## config.mk

```make
export PLATFORM = sky130hd
export DESIGN_NAME = packed_sample_bit_unpacker_flat
export DESIGN_NICKNAME = d
export VERILOG_FILES = /design/src/rtl/psbu_pkg.sv /design/src/rtl/psbu_if.sv /design/src/rtl/psbu_front.sv /design/src/rtl/psbu_engine.sv /design/src/rtl/packed_sample_bit_unpacker.sv /design/src/flat_wrapper.sv
export SDC_FILE = /design/constraint.sdc
export NUM_CORES = 2
export LEC_CHECK = 0
export BUFFER_PORTS_ARGS = -buffer_cell sky130_fd_sc_hd__buf_2
export CORE_MARGIN = 1
export CORE_UTILIZATION = 50
export DETAILED_ROUTE_END_ITERATION = 6
export HOLD_SLACK_MARGIN = 0.03
export PLACE_DENSITY = 0.68
export SLEW_MARGIN = 20
export SYNTH_ARGS = -nofsm -noshare
export SYNTH_HDL_FRONTEND = slang
export SYNTH_SLANG_ARGS = --single-unit
export TNS_END_PERCENT = 10
```

## constraint.sdc

```tcl
create_clock -name clk -period 13.7 [get_ports clk]
set_input_delay 2.74 -clock clk [delete_from_list [all_inputs] [get_ports clk]]
set_output_delay 2.74 -clock clk [all_outputs]
set_load 0.01 [all_outputs]
```

## src/rtl/psbu_pkg.sv

```systemverilog
// ----------------------------------------------------------------------------
// psbu_pkg: shared types and constants of the packed sample bit unpacker
//
// Holds the opcodes, status codes, encoding modes, the command and result
// records that travel between the front queue, the engine and the top level.
// ----------------------------------------------------------------------------
package psbu_pkg;

    // Default depth of the byte ring.
    localparam int STORE_BYTES_DEF = 64;

    // Command queue between the front and the engine.
    localparam int QUEUE_DEPTH = 2;
    localparam int QUEUE_AW    = $clog2(QUEUE_DEPTH);
    localparam int QUEUE_CW    = $clog2(QUEUE_DEPTH + 1);

    // Widths of the item and result fields.
    localparam int OP_W     = 2;
    localparam int DATA_W   = 8;
    localparam int COUNT_W  = 7;
    localparam int SAMPLE_W = 64;
    localparam int STATUS_W = 2;

    // Largest bit count that a read or skip may use.
    localparam logic [COUNT_W-1:0] MAX_BITS = COUNT_W'(SAMPLE_W);

    // Configuration port.
    localparam int PADDR_W = 3;
    localparam int PDATA_W = 32;
    localparam logic [PADDR_W-3:0] REG_MODE_IDX = 1'b0;

    // Opcodes of an input beat.
    localparam logic [OP_W-1:0] OP_PUSH = 2'd0;
    localparam logic [OP_W-1:0] OP_READ = 2'd1;
    localparam logic [OP_W-1:0] OP_SKIP = 2'd2;

    typedef enum logic [STATUS_W-1:0] {
        ST_OK      = 2'd0,
        ST_BAD_ENC = 2'd1,
        ST_SHORT   = 2'd2,
        ST_FULL    = 2'd3
    } status_t;

    typedef enum logic [1:0] {
        MODE_TWOS   = 2'd0,
        MODE_OFFSET = 2'd1,
        MODE_SIGNMAG = 2'd2,
        MODE_FLOAT  = 2'd3
    } mode_t;

    // What the engine has to do with one queued command.
    typedef enum logic [1:0] {
        KIND_PUSH = 2'd0,
        KIND_READ = 2'd1,
        KIND_SKIP = 2'd2,
        KIND_NOP  = 2'd3
    } kind_t;

    typedef enum logic [1:0] {
        ENG_IDLE,
        ENG_FETCH,
        ENG_CONV
    } eng_state_t;

    typedef struct packed {
        kind_t               kind;
        logic [DATA_W-1:0]   data;
        logic [COUNT_W-1:0]  nbits;
    } cmd_t;

    typedef struct packed {
        logic signed [SAMPLE_W-1:0] sample;
        status_t                    status;
        logic                       fully_read;
    } res_t;

endpackage

```

## src/rtl/psbu_if.sv

```systemverilog
// ----------------------------------------------------------------------------
// psbu_if: stream channels of the packed sample bit unpacker
//
// The item channel carries op, data_byte and bit_count; the result channel
// carries sample, status and fully_read. A beat moves when valid and ready
// are both high at a rising clock edge.
// ----------------------------------------------------------------------------
interface psbu_item_if;
    logic                          valid;
    logic                          ready;
    logic [psbu_pkg::OP_W-1:0]     op;
    logic [psbu_pkg::DATA_W-1:0]   data_byte;
    logic [psbu_pkg::COUNT_W-1:0]  bit_count;

    modport source (output valid, output op, output data_byte, output bit_count,
                    input ready);
    modport sink   (input valid, input op, input data_byte, input bit_count,
                    output ready);
endinterface

interface psbu_result_if;
    logic                                 valid;
    logic                                 ready;
    logic signed [psbu_pkg::SAMPLE_W-1:0] sample;
    logic [psbu_pkg::STATUS_W-1:0]        status;
    logic                                 fully_read;

    modport source (output valid, output sample, output status, output fully_read,
                    input ready);
    modport sink   (input valid, input sample, input status, input fully_read,
                    output ready);
endinterface

```

## src/rtl/psbu_front.sv

```systemverilog
// ----------------------------------------------------------------------------
// psbu_front: item intake and classification
//
// Accepts item beats, turns each into a command (push, read, skip or no-op,
// with the bit count saturated to 64) and holds it in a short queue until
// the engine takes it.
// ----------------------------------------------------------------------------
module psbu_front (
    input  logic                clk,
    input  logic                rst_n,
    psbu_item_if.sink           item,
    output logic                cmd_valid,
    input  logic                cmd_ready,
    output psbu_pkg::cmd_t      cmd
);

    psbu_pkg::cmd_t                      queue_reg [psbu_pkg::QUEUE_DEPTH];
    logic [psbu_pkg::QUEUE_AW-1:0]       wr_ptr_reg, wr_ptr_next;
    logic [psbu_pkg::QUEUE_AW-1:0]       rd_ptr_reg, rd_ptr_next;
    logic [psbu_pkg::QUEUE_CW-1:0]       fill_reg, fill_next;
    psbu_pkg::cmd_t                      cmd_in;
    logic                                push;
    logic                                pop;

    // Classify the incoming beat.
    always_comb
    begin
        cmd_in.data  = item.data_byte;
        cmd_in.nbits = (item.bit_count > psbu_pkg::MAX_BITS) ? psbu_pkg::MAX_BITS
                                                             : item.bit_count;
        if (item.op == psbu_pkg::OP_PUSH)
        begin
            cmd_in.kind = psbu_pkg::KIND_PUSH;
        end
        else if (item.op == psbu_pkg::OP_READ && item.bit_count != '0)
        begin
            cmd_in.kind = psbu_pkg::KIND_READ;
        end
        else if (item.op == psbu_pkg::OP_SKIP && item.bit_count != '0)
        begin
            cmd_in.kind = psbu_pkg::KIND_SKIP;
        end
        else
        begin
            // Unused opcode, or a read or skip of zero bits.
            cmd_in.kind = psbu_pkg::KIND_NOP;
        end
    end

    // Queue handshakes and pointer updates.
    assign item.ready = (fill_reg != psbu_pkg::QUEUE_CW'(psbu_pkg::QUEUE_DEPTH));
    assign cmd_valid  = (fill_reg != '0);
    assign cmd        = queue_reg[rd_ptr_reg];
    assign push       = item.valid & item.ready;
    assign pop        = cmd_valid & cmd_ready;

    always_comb
    begin
        wr_ptr_next = push ? wr_ptr_reg + 1'b1 : wr_ptr_reg;
        rd_ptr_next = pop  ? rd_ptr_reg + 1'b1 : rd_ptr_reg;
        fill_next   = fill_reg;
        if (push && !pop)
        begin
            fill_next = fill_reg + 1'b1;
        end
        else if (pop && !push)
        begin
            fill_next = fill_reg - 1'b1;
        end
    end

    always_ff @(posedge clk or negedge rst_n)
    begin
        if (!rst_n)
        begin
            wr_ptr_reg <= '0;
            rd_ptr_reg <= '0;
            fill_reg   <= '0;
        end
        else
        begin
            wr_ptr_reg <= wr_ptr_next;
            rd_ptr_reg <= rd_ptr_next;
            fill_reg   <= fill_next;
        end
    end

    // Queue entries carry payload only.
    always_ff @(posedge clk)
    begin
        if (push)
        begin
            queue_reg[wr_ptr_reg] <= cmd_in;
        end
    end

endmodule

```

## src/rtl/psbu_engine.sv

```systemverilog
// ----------------------------------------------------------------------------
// psbu_engine: byte ring and bit extraction
//
// Owns the byte ring and its pointers. Pushes and rejected requests are answered
// from the idle state. A read or skip walks the ring one byte per cycle, shifting
// up to eight bits into an accumulator, then converts the sample.
// ----------------------------------------------------------------------------
module psbu_engine #(
    parameter int STORE_BYTES = psbu_pkg::STORE_BYTES_DEF
) (
    input  logic                 clk,
    input  logic                 rst_n,
    input  psbu_pkg::mode_t      mode,
    input  logic                 cmd_valid,
    input  psbu_pkg::cmd_t       cmd,
    output logic                 cmd_ready,
    output logic                 res_valid,
    input  logic                 res_ready,
    output psbu_pkg::res_t       res
);

    localparam int IW = $clog2(STORE_BYTES);
    localparam int CW = $clog2(STORE_BYTES + 1);
    localparam int AW = CW + 3;
    localparam int SW = psbu_pkg::SAMPLE_W;
    localparam int NW = psbu_pkg::COUNT_W;

    psbu_pkg::eng_state_t   state_reg, state_next;
    logic [IW-1:0]          rd_idx_reg, rd_idx_next;
    logic [IW-1:0]          wr_idx_reg, wr_idx_next;
    logic [CW-1:0]          count_reg, count_next;
    logic [2:0]             off_reg, off_next;
    logic [NW-1:0]          rem_reg, rem_next;
    logic [NW-1:0]          nbits_reg, nbits_next;
    logic                   is_read_reg, is_read_next;
    logic [SW-1:0]          acc_reg, acc_next;

    logic [7:0]             mem [STORE_BYTES];
    logic [7:0]             rdata_reg;
    logic [IW-1:0]          raddr;
    logic                   mem_we;

    logic [AW-1:0]          avail;
    logic                   short_bits;
    logic                   full;
    logic [IW-1:0]          rd_idx_inc;
    logic [IW-1:0]          wr_idx_inc;

    logic [3:0]             room;
    logic [3:0]             take;
    logic [3:0]             off_sum;
    logic [7:0]             shifted;
    logic [7:0]             fresh;

    logic [5:0]             top_pos;
    logic [SW-1:0]          top;
    logic [SW-1:0]          ext;
    logic                   msb;
    logic [SW-1:0]          flipped;
    logic [SW-1:0]          conv;
    psbu_pkg::status_t      conv_status;

    // Ring pointer arithmetic; the depth need not be a power of two.
    assign rd_idx_inc = (rd_idx_reg == IW'(STORE_BYTES - 1)) ? '0 : rd_idx_reg + 1'b1;
    assign wr_idx_inc = (wr_idx_reg == IW'(STORE_BYTES - 1)) ? '0 : wr_idx_reg + 1'b1;

    // Stored bits left, and the request checks made at the start of a command.
    assign avail      = {count_reg, 3'b000} - AW'(off_reg);
    assign short_bits = AW'(cmd.nbits) > avail;
    assign full       = (count_reg == CW'(STORE_BYTES));

    // Bits taken from the current byte in the fetch state.
    assign room    = 4'd8 - {1'b0, off_reg};
    assign take    = (rem_reg < NW'(room)) ? rem_reg[3:0] : room;
    assign off_sum = {1'b0, off_reg} + take;
    assign shifted = rdata_reg << off_reg;
    assign fresh   = shifted >> (4'd8 - take);

    // Prefetch the next byte while the current one is being consumed.
    assign raddr = (state_reg == psbu_pkg::ENG_FETCH) ? rd_idx_inc : rd_idx_reg;

    // Sample conversion from the finished accumulator.
    always_comb
    begin
        top_pos     = 6'(nbits_reg - 1'b1);
        top         = SW'(1) << top_pos;
        ext         = ~SW'(0) << nbits_reg;
        msb         = acc_reg[top_pos];
        flipped     = acc_reg ^ top;
        conv        = '0;
        conv_status = psbu_pkg::ST_OK;
        if (nbits_reg == NW'(1))
        begin
            // A single bit maps 0 to +1 and 1 to -1 in every mode.
            conv = acc_reg[0] ? ~SW'(0) : SW'(1);
        end
        else
        begin
            unique case (mode)
                psbu_pkg::MODE_TWOS:
                begin
                    conv = msb ? (acc_reg | ext) : acc_reg;
                end
                psbu_pkg::MODE_OFFSET:
                begin
                    conv = msb ? flipped : (flipped | ext);
                end
                psbu_pkg::MODE_SIGNMAG:
                begin
                    conv = msb ? (SW'(0) - flipped) : acc_reg;
                end
                psbu_pkg::MODE_FLOAT:
                begin
                    conv_status = psbu_pkg::ST_BAD_ENC;
                end
                default:
                begin
                    conv_status = psbu_pkg::ST_BAD_ENC;
                end
            endcase
        end
    end

    // Command sequencing.
    always_comb
    begin
        state_next     = state_reg;
        rd_idx_next    = rd_idx_reg;
        wr_idx_next    = wr_idx_reg;
        count_next     = count_reg;
        off_next       = off_reg;
        rem_next       = rem_reg;
        nbits_next     = nbits_reg;
        is_read_next   = is_read_reg;
        acc_next       = acc_reg;
        mem_we         = 1'b0;
        cmd_ready      = 1'b0;
        res_valid      = 1'b0;
        res.sample     = '0;
        res.status     = psbu_pkg::ST_OK;
        res.fully_read = (count_reg == '0);

        unique case (state_reg)
            psbu_pkg::ENG_IDLE:
            begin
                if (cmd_valid)
                begin
                    unique case (cmd.kind)
                        psbu_pkg::KIND_PUSH:
                        begin
                            res_valid = 1'b1;
                            cmd_ready = res_ready;
                            if (full)
                            begin
                                res.status = psbu_pkg::ST_FULL;
                            end
                            else
                            begin
                                res.fully_read = 1'b0;
                                if (res_ready)
                                begin
                                    mem_we      = 1'b1;
                                    wr_idx_next = wr_idx_inc;
                                    count_next  = count_reg + 1'b1;
                                end
                            end
                        end
                        psbu_pkg::KIND_READ, psbu_pkg::KIND_SKIP:
                        begin
                            if (short_bits)
                            begin
                                res_valid  = 1'b1;
                                res.status = psbu_pkg::ST_SHORT;
                                cmd_ready  = res_ready;
                            end
                            else
                            begin
                                cmd_ready    = 1'b1;
                                rem_next     = cmd.nbits;
                                nbits_next   = cmd.nbits;
                                is_read_next = (cmd.kind == psbu_pkg::KIND_READ);
                                acc_next     = '0;
                                state_next   = psbu_pkg::ENG_FETCH;
                            end
                        end
                        psbu_pkg::KIND_NOP:
                        begin
                            res_valid = 1'b1;
                            cmd_ready = res_ready;
                        end
                        default:
                        begin
                            res_valid = 1'b1;
                            cmd_ready = res_ready;
                        end
                    endcase
                end
            end
            psbu_pkg::ENG_FETCH:
            begin
                acc_next = (acc_reg << take) | SW'(fresh);
                rem_next = rem_reg - NW'(take);
                if (off_sum[3])
                begin
                    // The byte is used up: drop it from the ring.
                    off_next    = '0;
                    rd_idx_next = rd_idx_inc;
                    count_next  = count_reg - 1'b1;
                end
                else
                begin
                    off_next = off_sum[2:0];
                end
                if (rem_reg == NW'(take))
                begin
                    state_next = psbu_pkg::ENG_CONV;
                end
            end
            psbu_pkg::ENG_CONV:
            begin
                res_valid = 1'b1;
                if (is_read_reg)
                begin
                    res.sample = conv;
                    res.status = conv_status;
                end
                if (res_ready)
                begin
                    state_next = psbu_pkg::ENG_IDLE;
                end
            end
            default:
            begin
                state_next = psbu_pkg::ENG_IDLE;
            end
        endcase
    end

    always_ff @(posedge clk or negedge rst_n)
    begin
        if (!rst_n)
        begin
            state_reg  <= psbu_pkg::ENG_IDLE;
            rd_idx_reg <= '0;
            wr_idx_reg <= '0;
            count_reg  <= '0;
            off_reg    <= '0;
        end
        else
        begin
            state_reg  <= state_next;
            rd_idx_reg <= rd_idx_next;
            wr_idx_reg <= wr_idx_next;
            count_reg  <= count_next;
            off_reg    <= off_next;
        end
    end

    // Working registers of the current read or skip.
    always_ff @(posedge clk)
    begin
        rem_reg     <= rem_next;
        nbits_reg   <= nbits_next;
        is_read_reg <= is_read_next;
        acc_reg     <= acc_next;
    end

    // Byte ring: one write port, one registered read port.
    always_ff @(posedge clk)
    begin
        if (mem_we)
        begin
            mem[wr_idx_reg] <= cmd.data;
        end
        rdata_reg <= mem[raddr];
    end

endmodule

```

## src/rtl/packed_sample_bit_unpacker.sv

```systemverilog
// ----------------------------------------------------------------------------
// packed_sample_bit_unpacker: MSB-first sample unpacker over a byte ring
//
// Usage: item beats carry op (push byte, read sample, skip bits), data_byte
// and bit_count. Every item beat yields exactly one result beat with sample,
// status and fully_read, in item order. The encoding register (APB, address
// 0) selects two's complement, offset binary or sign-magnitude; write it
// only while the block is idle.
// Timing: a push, a rejected request or a no-op is answered from the engine's
// idle state. A read or skip starts in the idle state, visits the fetch state
// once per ring byte touched (up to nine for 64 bits) and ends in the convert
// state; the single read port of the ring is why bytes are fetched one at a
// time. Each result passes through the output register, and the engine sees
// an item only once the command queue has registered it.
// Reset empties the ring and the queue and sets the encoding to two's
// complement; ring contents are left as they are. When the result receiver
// stalls, the output register holds its beat, the engine waits, and the
// two-entry command queue keeps taking items until it fills.
// ----------------------------------------------------------------------------
module packed_sample_bit_unpacker #(
    parameter int STORE_BYTES = psbu_pkg::STORE_BYTES_DEF
) (
    input  logic                            clk,
    input  logic                            rst_n,
    psbu_item_if.sink                       item,
    psbu_result_if.source                   result,
    input  logic                            psel,
    input  logic                            penable,
    input  logic                            pwrite,
    input  logic [psbu_pkg::PADDR_W-1:0]    paddr,
    input  logic [psbu_pkg::PDATA_W-1:0]    pwdata,
    output logic [psbu_pkg::PDATA_W-1:0]    prdata,
    output logic                            pready
);

    psbu_pkg::mode_t    mode_reg, mode_next;
    logic               out_valid_reg, out_valid_next;
    psbu_pkg::res_t     res_reg;
    logic               cmd_valid;
    logic               cmd_ready;
    psbu_pkg::cmd_t     cmd;
    logic               res_valid;
    logic               res_ready;
    psbu_pkg::res_t     res;
    logic               reg_hit;

    // Configuration register access.
    assign pready  = 1'b1;
    assign reg_hit = (paddr[psbu_pkg::PADDR_W-1:2] == psbu_pkg::REG_MODE_IDX);
    assign prdata  = reg_hit ? psbu_pkg::PDATA_W'(mode_reg) : '0;

    always_comb
    begin
        mode_next = mode_reg;
        if (psel && penable && pwrite && pready && reg_hit)
        begin
            mode_next = psbu_pkg::mode_t'(pwdata[1:0]);
        end
    end

    // Front: intake, classification and command queue.
    psbu_front u_front (
        .clk       (clk),
        .rst_n     (rst_n),
        .item      (item),
        .cmd_valid (cmd_valid),
        .cmd_ready (cmd_ready),
        .cmd       (cmd)
    );

    // Back: ring store and bit extraction.
    psbu_engine #(
        .STORE_BYTES (STORE_BYTES)
    ) u_engine (
        .clk       (clk),
        .rst_n     (rst_n),
        .mode      (mode_reg),
        .cmd_valid (cmd_valid),
        .cmd       (cmd),
        .cmd_ready (cmd_ready),
        .res_valid (res_valid),
        .res_ready (res_ready),
        .res       (res)
    );

    // Output register: takes a new beat when it is empty or when the current one leaves.
    assign res_ready = !out_valid_reg || result.ready;

    always_comb
    begin
        out_valid_next = out_valid_reg;
        if (res_valid && res_ready)
        begin
            out_valid_next = 1'b1;
        end
        else if (result.ready)
        begin
            out_valid_next = 1'b0;
        end
    end

    always_ff @(posedge clk or negedge rst_n)
    begin
        if (!rst_n)
        begin
            mode_reg      <= psbu_pkg::MODE_TWOS;
            out_valid_reg <= 1'b0;
        end
        else
        begin
            mode_reg      <= mode_next;
            out_valid_reg <= out_valid_next;
        end
    end

    always_ff @(posedge clk)
    begin
        if (res_valid && res_ready)
        begin
            res_reg <= res;
        end
    end

    assign result.valid      = out_valid_reg;
    assign result.sample     = res_reg.sample;
    assign result.status     = res_reg.status;
    assign result.fully_read = res_reg.fully_read;

endmodule

```

## src/flat_wrapper.sv

```systemverilog
// flat-port wrapper written by rule: the top's interface ports become plain ports
module packed_sample_bit_unpacker_flat 
#(
    parameter int STORE_BYTES = psbu_pkg::STORE_BYTES_DEF
)
  (clk, rst_n, psel, penable, pwrite, paddr, pwdata, prdata, pready, item_valid, item_op, item_data_byte, item_bit_count, item_ready, result_valid, result_sample, result_status, result_fully_read, result_ready);
  psbu_item_if item_i ();
  psbu_result_if result_i ();
  input  logic clk;
  input  logic rst_n;
  input  logic psel;
  input  logic penable;
  input  logic pwrite;
  input  logic [psbu_pkg::PADDR_W-1:0] paddr;
  input  logic [psbu_pkg::PDATA_W-1:0] pwdata;
  output logic [psbu_pkg::PDATA_W-1:0] prdata;
  output logic pready;
  input wire logic [$bits(item_i.valid)-1:0] item_valid;
  input wire logic [$bits(item_i.op)-1:0] item_op;
  input wire logic [$bits(item_i.data_byte)-1:0] item_data_byte;
  input wire logic [$bits(item_i.bit_count)-1:0] item_bit_count;
  output wire logic [$bits(item_i.ready)-1:0] item_ready;
  output wire logic [$bits(result_i.valid)-1:0] result_valid;
  output wire logic [$bits(result_i.sample)-1:0] result_sample;
  output wire logic [$bits(result_i.status)-1:0] result_status;
  output wire logic [$bits(result_i.fully_read)-1:0] result_fully_read;
  input wire logic [$bits(result_i.ready)-1:0] result_ready;
  assign item_i.valid = item_valid;
  assign item_i.op = item_op;
  assign item_i.data_byte = item_data_byte;
  assign item_i.bit_count = item_bit_count;
  assign item_ready = item_i.ready;
  assign result_valid = result_i.valid;
  assign result_sample = result_i.sample;
  assign result_status = result_i.status;
  assign result_fully_read = result_i.fully_read;
  assign result_i.ready = result_ready;
  packed_sample_bit_unpacker #(.STORE_BYTES(STORE_BYTES)) u_core (.clk(clk), .rst_n(rst_n), .item(item_i), .result(result_i), .psel(psel), .penable(penable), .pwrite(pwrite), .paddr(paddr), .pwdata(pwdata), .prdata(prdata), .pready(pready));
endmodule
```

Word level (Yosys, flattened, before mapping)

Memory sizes are Yosys's and may differ from the RTL's. A register that Yosys moved wholly into a read port is not among the register bits.
Index checks and enable logic that the tools add are counted.

Memories: 2
Register bits after elaboration: 177
Bits in writable memories: 546
Word-level logic and storage cells: 178
Output and inout bits: 102

Memories:

| memory                   | depth | bits a word | read ports | clocked after memory_dff | wr ports | RTL line          | RTL |
|---|---|---|---|---|---|---|---|
| u_core.u_engine.mem      | 64    | 8           | 1          | 1                        | 1        | psbu_engine.sv:38 | `logic [7:0] mem [STORE_BYTES];` |
| u_core.u_front.queue_reg | 2     | 17          | 1          | 0                        | 1        | psbu_front.sv:17  | `psbu_pkg::cmd_t queue_reg [psbu_pkg::QUEUE_DEPTH];` |

Multiplexer cells: 70
Shift operators: 5
Reductions and logical operators: 31
Bitwise gates (word level): 9
Add/subtract/negate cells: 15
Order comparisons: 4
Eq/ne operators: 25

Operators with widths:

| kind                                                                    | count |
|---|---|
| 64-bit two-way mux                                                      | 8 |
| 64-bit case mux with 3 select lines                                     | 1 |
| 64-bit OR                                                               | 2 |
| 64-bit case mux with 2 select lines                                     | 1 |
| 64-bit by 8-bit OR with 64-bit output                                   | 1 |
| 1-bit by 6-bit << shifter with 64-bit output, first input constant      | 1 |
| 64-bit by 4-bit << shifter with 64-bit output                           | 1 |
| 64-bit by 7-bit << shifter with 64-bit output, first input constant     | 1 |
| 1-bit by 64-bit subtractor with 64-bit output, first input constant     | 1 |
| 64-bit bitwise XOR                                                      | 1 |
| 7-bit two-way mux                                                       | 9 |
| 2-bit two-way mux                                                       | 14 |
| 7-bit case mux with 2 select lines                                      | 2 |
| 1-bit two-way mux                                                       | 22 |
| 6-bit two-way mux                                                       | 3 |
| 6-bit by 1-bit adder with 6-bit output, second input constant           | 2 |
| 2-bit equality test, second input constant                              | 6 |
| 6-bit equality test, second input constant                              | 2 |
| 2-bit by 1-bit inequality test with 1-bit output, second input constant | 6 |
| 7-bit by 10-bit > comparator with 1-bit output                          | 1 |
| 5-bit AND reduction                                                     | 2 |
| 10-bit by 3-bit subtractor with 10-bit output                           | 1 |
| 2-bit by 1-bit equality test with 1-bit output, second input constant   | 4 |
| 1-bit logical AND                                                       | 8 |
| 37 further kinds                                                        | 59 |

Longest topological paths before layout

Word-level depth: 10
Depth in mapped cells: 21
Mapped depth without buffers: 18

Hierarchy

A second synthesis with hierarchy kept.

Cell total of the unflattened synthesis: 3,321
Area, all modules: 40,261.1 um^2

By module, submodules not included:

| module                     | sequential area each (um^2) | times used | cells each | area each (um^2) |
|---|---|---|---|---|
| psbu_engine                | 18,507.8                    | 1          | 3,127      | 36,286.1 |
| packed_sample_bit_unpacker | 2,087.0                     | 1          | 111        | 2,417.3 |
| psbu_front                 | 1,121.1                     | 1          | 83         | 1,557.7 |

Least setup slack after synthesis

OpenSTA, ideal clock, no wires.

Path type: reg2reg
Start: register u_core.u_engine.off_reg[0]
End: register u_core.res_reg, in the netlist u_core.result.fully_read (enable)
Library setup time: 0.575 ns
Data required time: 13.125 ns
Arrival: 7.417 ns
Period minus slack after synthesis: 7.992 ns
Path buffers: 1
Slack: 5.708 ns
Cell stages (with the launch flop): 15
Cell sequence: dfrtp_1 > clkbuf_1 > inv_1 > ha_1 > nor2b_1 > nor3_1 > nor2_1 > ha_1 > o21a_1 > o21a_1 > o21ai_0 > a2111oi_0 > nand2b_1 > a21oi_1 > nor3_1

Cells in the longest elaborated chain, start to end: 7

RTL lines:

| what                                           | RTL line                          | RTL |
|---|---|---|
| from (decl)                                    | psbu_engine.sv:32                 | `logic [2:0] off_reg, off_next;` |
| from (signal assigned)                         | psbu_engine.sv:255                | `off_reg <= off_next;` |
| 10-bit by 3-bit subtractor with 10-bit output  | psbu_engine.sv:68                 | `assign avail = {count_reg, 3'b000} - AW'(off_reg);` |
| 7-bit by 10-bit > comparator with 1-bit output | psbu_engine.sv:69                 | `assign short_bits = AW'(cmd.nbits) > avail;` |
| 1-bit two-way mux                              | psbu_engine.sv:170                | `if (short_bits)` |
| 1-bit case mux with 2 select lines             | psbu_engine.sv:148                | `unique case (cmd.kind)` |
| 1-bit two-way mux                              | psbu_engine.sv:146                | `if (cmd_valid)` |
| 1-bit case mux with 2 select lines             | psbu_engine.sv:143                | `unique case (state_reg)` |
| 1-bit logical AND                              | packed_sample_bit_unpacker.sv:118 | `if (res_valid && res_ready)` |
| to (signal assigned)                           | packed_sample_bit_unpacker.sv:120 | `res_reg <= res;` |
| to (decl)                                      | packed_sample_bit_unpacker.sv:38  | `psbu_pkg::res_t res_reg;` |

Every way passes these cells.
A chain may end at the register's enable or synchronous reset.

Worst setup path in the final report

Start: register u_core.u_engine.nbits_reg[0]
End: register u_core.res_reg, in the netlist u_core.result.sample[54] (data pin)

Cells in the longest elaborated chain, start to end: 7
Elaborated cells between the ends (all ways): 15
Classes of those cells: add/sub: 2; eq/ne: 1; shift: 2; mux: 7; bitwise: 3

RTL lines:

| what                                                                              | RTL line                               | RTL |
|---|---|---|
| from (decl)                                                                       | psbu_engine.sv:34                      | `logic [NW-1:0] nbits_reg, nbits_next;` |
| from (signal assigned)                                                            | psbu_engine.sv:263                     | `nbits_reg <= nbits_next;` |
| 6-bit by 1-bit subtractor with 6-bit output                                       | psbu_engine.sv:85                      | `top_pos = 6'(nbits_reg - 1'b1);` |
| 1-bit by 6-bit << shifter with 64-bit output                                      | psbu_engine.sv:86                      | `top = SW'(1) << top_pos;` |
| 64-bit bitwise XOR                                                                | psbu_engine.sv:89                      | `flipped = acc_reg ^ top;` |
| 1-bit by 64-bit subtractor with 64-bit output / 64-bit OR (equally long branches) | psbu_engine.sv:110, psbu_engine.sv:106 |  |
| 64-bit two-way mux, on equally long branches                                      | psbu_engine.sv:110, psbu_engine.sv:106 |  |
| 64-bit case mux with 3 select lines                                               | psbu_engine.sv:99                      | `unique case (mode)` |
| 64-bit two-way mux *                                                              | psbu_engine.sv:92                      | `if (nbits_reg == NW'(1))` |

Every way passes the cells marked *; elsewhere a longest branch is shown, timed or not. The select of a mux whose other input is x is not followed.

==> metrics.md <==
| Metric | Value |
|---|---|
| Outcome | completed |
| Top flip-flop cell by instance count after synthesis | edfxtp_1 |
| Vias after detailed routing | 29.0k |
| Data arrival time of the worst path | 7.44 ns |
| Total of cells resized after clock tree synthesis | 0 |
| Cell with the biggest individual delay on the critical path | a311oi_2 |
| Antenna diode count | 0 |
| Setup violation total in the final timing report | 0 |
| FP Rows | 103 |
| Initial Util | 50.7% |
| Routed vias/inst | 6.59 |
| Global-route wire length before repair | 181000 um |
| Synth Instances | 3315 |
| Number of antenna violations at the first check in global routing | 1 |
| Longest Clk Path Bufs | 3 |
| Fraction of final layout cells sized beyond drive strength 1 | 15.0% |
| Start point of the worst hold path | u_core.u_front.wr_ptr_reg$_DFFE_PN0P_ |
| Worst vdd ir | 0.206 mV |
| Area grow syn2layout | 9.38% |
| Final instance count without filler cells | 4402 |
| Detailed router's first-iteration violation count | 3286 |
| Slew at the pin closest to its max-slew limit | 1.18 ns |
| Number of enable-type register cells in the synthesized netlist | 692 |
| Die width | 285 um |
| Share of the cycle needed by the critical path after routing | 51.6% |
| Half-perimeter wire length of the detailed placement result | 79700 um |
| Cell mode on critical path | ha_1 |
| Crit end category | register |
| Average cell area after synthesis | 12.1 um^2 |
| Hold path depth | 1 |
| Setup Crit Path Kind | reg2reg |
| Upper clock frequency limit | 141 MHz |
| Final global-route overflow total | 0 |
| R2R depth | 16 |
| H-Tree Level Count | 3 |
| Last weighted congestion value of the routability-driven placer | 1.01 |
| Number of setup buffers added after CTS | 0 |
| Number of distinct library cell variants in the gate-level netlist after synthesis | 104 |
| Floorplan die height | 285 um |
| Share of the yosys chip area belonging to registers | 54.1% |
| Final worst path period need | 7.07 ns |
| Area of the die | 0.0814 mm^2 |
| Max capacitance violation total | 0 |
| Worst Hold Path EP | u_core.u_front.wr_ptr_reg$_DFFE_PN0P_ |
| Worst reg2reg startpoint | u_core.u_engine.nbits_reg[0]$_DFFE_PP_ |
| Most frequent cells in the layout | 692 x edfxtp_1, 326 x nand2_1, 244 x nor2_1 |
| Most frequent standard cell in the layout excluding fill and tap cells | edfxtp_1 |
| Pin count of the biggest net entering global routing | 129 |
| 1st-pass router iterations | 6 |
| Library cell used as clock root buffer | clkbuf_16 |
| Hold-fix buffers at CTS | 0 |
| Required time worst endpoint | 14.07 ns |
| Average routed wire per standard cell | 27.5 um |
| # clock sinks | 731 |
| Total area of multi-input combinational cells | 0.0172 mm^2 |
| Total of warnings raised by yosys | 0 |
| Series of cell instances along the critical path | buf_4 > inv_1 > ha_1 > ha_1 > nor2b_1 > nand4_1 > a311oi_2 > nand2_1 > xnor2_1 > ha_1 > o2111ai_1 > or3_1 > nand4bb_1 > nor3_4 > xnor2_1 > mux2_1 |
| # port buffers | 97 |
| Max incr delay on CP | 0.93 ns |
| Layout Skew | 0.0477 ns |
| Number of register bits inferred by synthesis | 731 |
| Aggregate routed wire length | 121000 um |
| CTS tree | built |
| Count of nets left with antenna violations after detail routing | 0 |
| Static leakage | 14.7 nW |
| Flip-flop count of the largest register, all copies and words added | 512 |
| Via count of the first global-routing pass | 28.4k |
| Final Hold Fails | 0 |
| Clk Latency, worst-skew pair | 0.66 ns |
| Inst Count DP | 4257 |
| Total I/O pin count | 161 |
| Worst reg-to-reg setup slack | 6.63 ns |
| Number of nets at the end of the flow | 3389 |
| Crit Path Max Fanout | 31 |
| Power density over the cells | 233 mW/mm^2 |
| Synthesized cell area | 0.0401 mm^2 |
| DRC | 0 |
| Worst relative slew slack | 21.0% |
| Final-layout setup total negative slack | 0 ns |
| Filler cells | 6578 |
| Worst R2R End | u_core.result.sample[54]$_SDFFCE_PN0P_ |
| Total clock buffers created by CTS | 79 |
| Clock-pin transition on the worst setup and hold timing paths | 0.06 ns |
| Ys async rst share | 4.24% |
| RSZ-0062 raised after global routing | false |
| Combined flip-flop and latch cell area | 0.0217 mm^2 |
| Area of the core region | 0.0791 mm^2 |
| GRT Resource Usage Total | 29.4% |
| Count of final max-slew check failures | 0 |
| Type of the most critical hold path | reg2reg |
| Kind of start point of the critical path | register |
## Yosys cell counts (all sizes together) (7+ instances only)
library cell	number	share of area, %
nand4	20	0.31
nand2b	23	0.36
or3	16	0.26
a32oi	9	0.20
a221oi	12	0.26
or2	15	0.23
a31oi	56	0.87
a21oi	149	1.9
nand2	327	3.1
o2111ai	7	0.15
mux2	32	0.90
nor2	247	2.3
nor3	57	0.76
xnor2	105	2.3
clkbuf	191	1.8
and3	59	0.93
dfxtp	8	0.40
nor2b	39	0.61
mux2i	192	4.8
o31ai	17	0.34
or4	13	0.25
edfxtp	692	52
o21a	12	0.22
nand3	69	0.87
mux4	149	8.4
o21ai	134	1.7
ha	39	1.2
inv	33	0.31
xor2	75	1.6
o211ai	25	0.47
dfrtp	31	1.9
a211oi	79	1.5
a21o	19	0.36
and2	49	0.76
nor4	22	0.36
buf	104	1.4
o311ai	9	0.20
a311oi	35	0.78
o22ai	19	0.30
nor4bb	11	0.27
## worst max-delay path: cells and delay by family (launching register included)
family	cells	cell delay, ns
flops	1	0.32
simple gates	6	2.32
mux	1	0.34
compound gates	2	1.34
buf+inv	2	0.60
fa+ha+maj	3	1.15
xor+xnor	2	0.65
## routing by layer
layer	part of all wire (%)	vias up	wire length (um)	GRT usage (%)
li1	-	12600	-	-
met1	38	14500	46100	37.2
met2	48	1518	58300	48.8
met3	7.6	419	9240	4.86
met4	6.0	2	7310	15.5
met5	0.011	-	13	0
## area by class of cell
type	instances	area share, %
Timing Repair Buffer	158	2.21
Multi-Input combinational cell	2280	39.3
Clock inverter	46	0.958
Sequential cell	731	49.5
Clock buffer	99	4.74
Tap cell	1050	2.99
Inverter	38	0.325
## worst max-delay path by stage
stage | start | endpoint | slack (ns) | cells past startpoint
after floorplan | u_core.u_engine.off_reg[0]$_DFFE_PN0P_ | u_core.result.fully_read$_DFFE_PP_ | 5.71 | 14
after global placement | u_core.u_engine.nbits_reg[0]$_DFFE_PP_ | u_core.result.sample[54]$_SDFFCE_PN0P_ | 7.04 | 16
after detailed placement | u_core.u_engine.nbits_reg[0]$_DFFE_PP_ | u_core.result.sample[54]$_SDFFCE_PN0P_ | 6.89 | 16
after CTS | u_core.u_engine.nbits_reg[0]$_DFFE_PP_ | u_core.result.sample[54]$_SDFFCE_PN0P_ | 6.84 | 16
after global routing | u_core.u_engine.nbits_reg[0]$_DFFE_PP_ | u_core.result.sample[54]$_SDFFCE_PN0P_ | 6.35 | 16
final | u_core.u_engine.nbits_reg[0]$_DFFE_PP_ | u_core.result.sample[54]$_SDFFCE_PN0P_ | 6.63 | 16
## per-stage QoR
step | total power, mW | hold WS [ns] | setup slack, ns | area, um^2 | util (%)
2_1_floorplan | 6.62 | 0.461 | 5.71 | 40200 | -
3_3_place_gp | 8.06 | 0.479 | 7.04 | 41400 | 52.3
3_5_place_dp | 8.15 | 0.484 | 6.89 | 41400 | 52.3
4_1_cts | 10.2 | 0.498 | 6.84 | 43900 | 55.4
5_1_grt | 10.7 | 0.533 | 6.35 | 43900 | 55.5
6_report | 10.2 | 0.500 | 6.63 | 43900 | 55.5
## report_power, final
group,total (mW),internal [mW],leakage [nW],switching [mW]
clock network,2.04,1.12,1.20,0.917
logic,4.77,1.84,6.64,2.94
registers,3.42,2.97,6.85,0.447
total,10.2,5.93,14.7,4.30
## logic make-up after synthesis
family,synth area share [%]
AND/OR/NAND/NOR,12.1
other,0.0187
multiplexers,14.1
AO/OA/AOI/OAI,10.9
XOR/XNOR,3.93
adder cells (fa/ha/maj),1.37
flip-flops,54.1
buffers and inverters,3.52
(Power assumes the default switching activity.)
